[src/design/psd_pkg.sv]
// psd_pkg: shared widths, region codes, job and payload types for point_segment_distance
// no dependencies; imported by every module of the block
package psd_pkg;

  localparam int CW = 32;
  localparam int IN_W = 9 * CW;
  localparam int OUT_W = 4 * CW;
  localparam int D_W = CW + 1;
  localparam int PR_W = 2 * D_W;
  localparam int L2_W = 2 * CW + 2;
  localparam int DOT_W = L2_W + 1;
  localparam int QB = CW + 1;
  localparam int NUM_W = L2_W + D_W;
  localparam int R_W = L2_W + QB;
  localparam int OFF_W = QB + 1;
  localparam int Q_W = CW + 3;
  localparam int DF_W = CW + 3;
  localparam int SUM_W = 2 * DF_W;
  localparam int RT_W = DF_W;
  localparam int T_W = SUM_W + 2;
  localparam int DIV_LAT = QB + 1;
  localparam int B_LAT = DIV_LAT + RT_W + 7;
  localparam int QDEPTH = 4;
  localparam int QP_W = 2;
  localparam int REG_W = 2;

  localparam logic [REG_W-1:0] REG_DEGEN = 2'd0;
  localparam logic [REG_W-1:0] REG_BEFORE = 2'd1;
  localparam logic [REG_W-1:0] REG_BEYOND = 2'd2;
  localparam logic [REG_W-1:0] REG_WITHIN = 2'd3;

  typedef struct packed {
    logic [2:0][CW-1:0] s;
    logic [2:0][D_W-1:0] d;
    logic [2:0][D_W-1:0] w;
    logic dot_neg;
    logic [REG_W-1:0] region;
  } psd_ctx_t;

  typedef struct packed {
    psd_ctx_t ctx;
    logic [L2_W-1:0] l2;
    logic [L2_W-1:0] dmag;
  } psd_job_t;

  typedef struct packed {
    logic [2:0][CW-1:0] proj;
    logic [REG_W-1:0] region;
  } psd_pay_t;

  function automatic logic [CW-1:0] sat_coord(input logic [Q_W-1:0] v);
    logic [Q_W-CW:0] top;
    logic [CW-1:0] r;
    top = v[Q_W-1:CW-1];
    if (top == '0 || top == '1) begin
      r = v[CW-1:0];
    end else if (v[Q_W-1]) begin
      r = {1'b1, {(CW-1){1'b0}}};
    end else begin
      r = {1'b0, {(CW-1){1'b1}}};
    end
    return r;
  endfunction

endpackage

[src/design/psd_fifo.sv]
// psd_fifo: short job queue between the front and back pipelines
// flop storage, one write and one read port; uses psd_pkg
module psd_fifo import psd_pkg::*; (
  input  logic     clk,
  input  logic     rst,
  input  logic     push,
  input  psd_job_t wdata,
  output logic     full,
  input  logic     pop,
  output psd_job_t rdata,
  output logic     empty
);

  psd_job_t mem [QDEPTH];
  logic [QP_W-1:0] wp, rp;
  logic [QP_W:0] cnt;

  assign full = cnt == (QP_W+1)'(QDEPTH);
  assign empty = cnt == '0;
  assign rdata = mem[rp];

  always_ff @(posedge clk) begin
    if (rst) begin
      wp <= '0;
      rp <= '0;
      cnt <= '0;
    end else begin
      if (push) wp <= wp + 1'b1;
      if (pop) rp <= rp + 1'b1;
      cnt <= cnt + (QP_W+1)'(push) - (QP_W+1)'(pop);
    end
  end

  always_ff @(posedge clk) begin
    if (push) mem[wp] <= wdata;
  end

endmodule

[config.mk]
export PLATFORM = sky130hd
export DESIGN_NAME = psd_fifo
export DESIGN_NICKNAME = d
export VERILOG_FILES = /design/src/design/psd_pkg.sv /design/src/design/psd_fifo.sv
export SDC_FILE = /design/constraint.sdc
export NUM_CORES = 1
export LEC_CHECK = 0
export BUFFER_PORTS_ARGS = -buffer_cell sky130_fd_sc_hd__buf_2
export CAP_MARGIN = 20
export CORE_ASPECT_RATIO = 0.9
export CORE_UTILIZATION = 55
export DETAILED_ROUTE_END_ITERATION = 16
export HOLD_SLACK_MARGIN = 0.06
export PLACE_DENSITY = 0.75
export SETUP_SLACK_MARGIN = 0.02
export SLEW_MARGIN = 20
export SYNTH_ARGS = -nofsm -noshare
export SYNTH_HDL_FRONTEND = slang
export SYNTH_SLANG_ARGS = --single-unit
[constraint.sdc]
create_clock -name clk -period 14 [get_ports clk]
set_clock_uncertainty 0.05 [all_clocks]
set_input_delay 0.7 -clock clk [delete_from_list [all_inputs] [get_ports clk]]
set_output_delay 0.7 -clock clk [all_outputs]
set_load 0.005 [all_outputs]
==> flow_summary_export.csv <==
group,metric,value,unit
outcome,status,"finished clean",
grt,top_usage_layer,"met2",
grt,grt_antenna_before_repair,21,
place,portBuffers,863,
grt,grt_first_pass_wirelength,208900,um
logic_synthesis,synth_edf_count,1716,
grt,grt_max_degree,165,
floorplan,core_area,113200,um^2
logic_synthesis,async_reset_ff_frac,0,
place,hpwl,80990,um
timing,tightest_slew,1.156,ns
worst_hold_path,min_from,"wdata[334]",
floorplan,dieHeight,322.5,um
setup_path,crit_type,"reg -> out",
setup_path,crit_family,"buffers and inverters",
timing,hold_viol_final,0,
grt,gr-usage-met3,0.06699,
pwr,cellLeakagePower,26.12,nW
pwr,p_int,8.803,mW
grt,track_usage,0.2492,
worst_hold_path,whs_endpoint,"mem[1][334]",
logic_synthesis,yosysSeqAreaShare,0.8235,
logic_synthesis,netlist_area,62790,um^2
timing,max_freq,172.0,MHz
timing,setup_violations,0,
setup_path,rrSetupSlack,9.58,ns
setup_path,crit_required,13.25,ns
clock_network,clock-sinks,1725,
route,drc,0,
setup_path,r2r-end,"mem[0][121]",
route,postRouteAntennaNets,0,
logic_synthesis,synth_ff_type,"edfxtp_1",
timing,slew_violations,0,
timing,whs,0.1258,ns
setup_path,crit_chain,"buf_4 > buf_4 > buf_4 > buf_12 > mux4_2 > buf_2",
pwr,net-switching-power,2.503,mW
logic_synthesis,synth_area_leaders,"edfxtp_1, mux4_2, buf_12",
clock_network,htreeDepth,4,
flow_run,maxCapViolations,0,
setup_path,cp_data_arrival_time,5.06,ns
pwr,finalPower,11.31,mW
logic_synthesis,syn-num-nets,2723,
pwr,power.share.clock,0.369,
cells_and_area,final_layout_size_suffix_gt1_frac,0.4035,
logic_synthesis,avgSynthCellArea,27.50,um^2
cells_and_area,finalNonFillerCells,5316,
worst_hold_path,whs_path_depth,1,
route,drt_iter0_markers,3097,
clock_network,ctsResizeCount,0,
setup_path,cpMostUsedCell,"buf_4",
route,drt_pass1_iterations,5,
pwr,pwr-share-comb,0.098,
grt,grt_use_met1,0.2874,
place,place_congestion,0.7845,
setup_path,startpoint_type,"register",
timing,post-route-period-util,0.4153,
route,post_drt_wl_per_cell,27.63,um
grt,met2_usage,0.4351,
timing,fin_crit,5.815,ns
place,dp_cells,4565,
cells_and_area,fin_nets,4114,
setup_path,r2r_cells,6,
clock_network,tritoncts,"done",
logic_synthesis,syn_inst,2283,
worst_hold_path,hold_class,"in -> reg",
logic_synthesis,synthDistinctLibCells,23,
place,placed_area,68130,um^2
route,vias,30840,
pwr,vdd_ir_drop_max,0.0001325,V
route,via_per_inst,5.801,
pwr,switching_share,0.2214,
grt,grt_remaining_overflow,0,
logic_synthesis,yosysTopAreaCell,"edfxtp_1",
logic_synthesis,synth-seq-cells,1725,
clock_network,root_buffer,"clkbuf_16",
timing,fin_tns_setup,0,ns
grt,first_global_vias,32840,
floorplan,start_util,0.5549,
cells_and_area,area_growth_syn_to_layout,23.47,%
setup_path,worst-path-buf-inv,5,
timing,rsz0062_at_grt,"no",
logic_synthesis,synth_top_area_frac,0.8207,
pwr,seqPwrFrac,0.532,
clock_network,numCtsBuffers,163,
floorplan,die_area,115500,um^2
setup_path,path_max_fanout,67,
clock_network,clk_pin_slew,0.07,ns
setup_path,endpoint_kind,"primary output",
route,wirelength,146900,um
logic_synthesis,post-synth-top-count-cell,"edfxtp_1",
pwr,power.density,145.8,nW/um^2
setup_path,timing.rr.start,"wp[1]",
timing,max_slew_margin,0.2292,
floorplan,boundaryPins,864,
cells_and_area,final_area,77530,um^2
floorplan,die_w,358.2,um
setup_path,crit_slowest_cell,"dfxtp_4",
cells_and_area,multi_input_area,9908,um^2
logic_synthesis,ys_warn_count,0,
setup_path,max_stage_delay,1.01,ns
cells_and_area,final-seq-area,51720,um^2
clock_network,clock_latency,0.79,ns
cells_and_area,fillers,6525,
floorplan,rows,117,
clock_network,cts_buffer_depth,3,
logic_synthesis,ys_top_cells_by_count,"edfxtp_1, mux4_2, buf_12",
[state kept, by name, indices dropped and copies added, names as in the netlist, named ones only]
name and flops:
mem 1716, wp 2, rp 2, cnt 3
[through the flow]
| step | util | setup slack [ns] |
|---|---|---|
| floorplan | - | 2.762 |
| global placement | 0.6020 | 8.921 |
| detailed placement | 0.6020 | 8.837 |
| CTS | 0.6837 | 7.957 |
| global route | 0.6849 | 7.954 |
| finish | 0.6851 | 8.185 |
[logic make-up (layout without fill, tap and decap cells)]
group | Yosys count | count (layout) | share of synthesized area
AOI/OAI and AO/OA | 2 | 2 | 0.0002390
adders and majority gates | 7 | 7 | 0.001514
and+or+nand+nor | 14 | 14 | 0.001196
muxes | 430 | 430 | 0.1540
DFF | 1725 | 1725 | 0.8235
other | 0 | 25 | 0
buffers and inverters | 102 | 1623 | 0.01883
xor gates and xnor gates | 3 | 3 | 0.0006576
[layout by cell type, fill, tap and decap left out, types with 5 or more instances in the layout]
cell type,count
clkinv_2,17
buf_2,863
bufinv_16,5
clkbuf_16,169
dfxtp_1,7
inv_1,6
mux4_2,429
buf_4,21
inv_6,5
clkbuf_1,59
dlygate4sd3_1,427
buf_12,8
ha_1,6
clkinv_1,32
diode_2,25
nor2_1,5
edfxtp_1,1716
[cell type report]
class	count	area share
Inverter	6	0.0002905
Sequential cell	1725	0.6671
Tap cell	1487	0.02400
Multi-Input combinational cell	456	0.1278
Timing Repair Buffer	1322	0.1160
Antenna cell	25	0.0008069
Clock buffer	230	0.05776
Clock inverter	65	0.006278
[power by group through the flow]
stage	sequential, mW	combinational (mW)	clock [mW]
after detailed placement	6.12	0.977	0
after global placement	6.10	0.953	0
after global routing	6.03	1.17	4.42
after floorplan	6.19	0.576	0
final	6.02	1.11	4.18
after CTS	6.02	1.10	4.21
[worst max-delay path by stage]
stage	to	slack, ns	cells after the start
floorplan	mem[0][0]	2.76	1
global placement	rdata[143]	8.92	5
detailed placement	rdata[143]	8.84	5
CTS	rdata[143]	7.96	5
global route	rdata[164]	7.95	6
finish	rdata[143]	8.19	6
[per-layer routing]
metal / vias up / wire [um]
li1: 12821 / -
met1: 15934 / 49060
met2: 1723 / 78550
met3: 356 / 12880
met4: 6 / 6344
met5: - / 28
[what timing repair did]
| item | in CTS | in global routing |
|---|---|---|
| hold endpoints to repair | 1708 | 0 |
| buffers inserted | 0 | 0 |
| hold buffers | 427 | 0 |
Power figures use the tool's default switching activity.
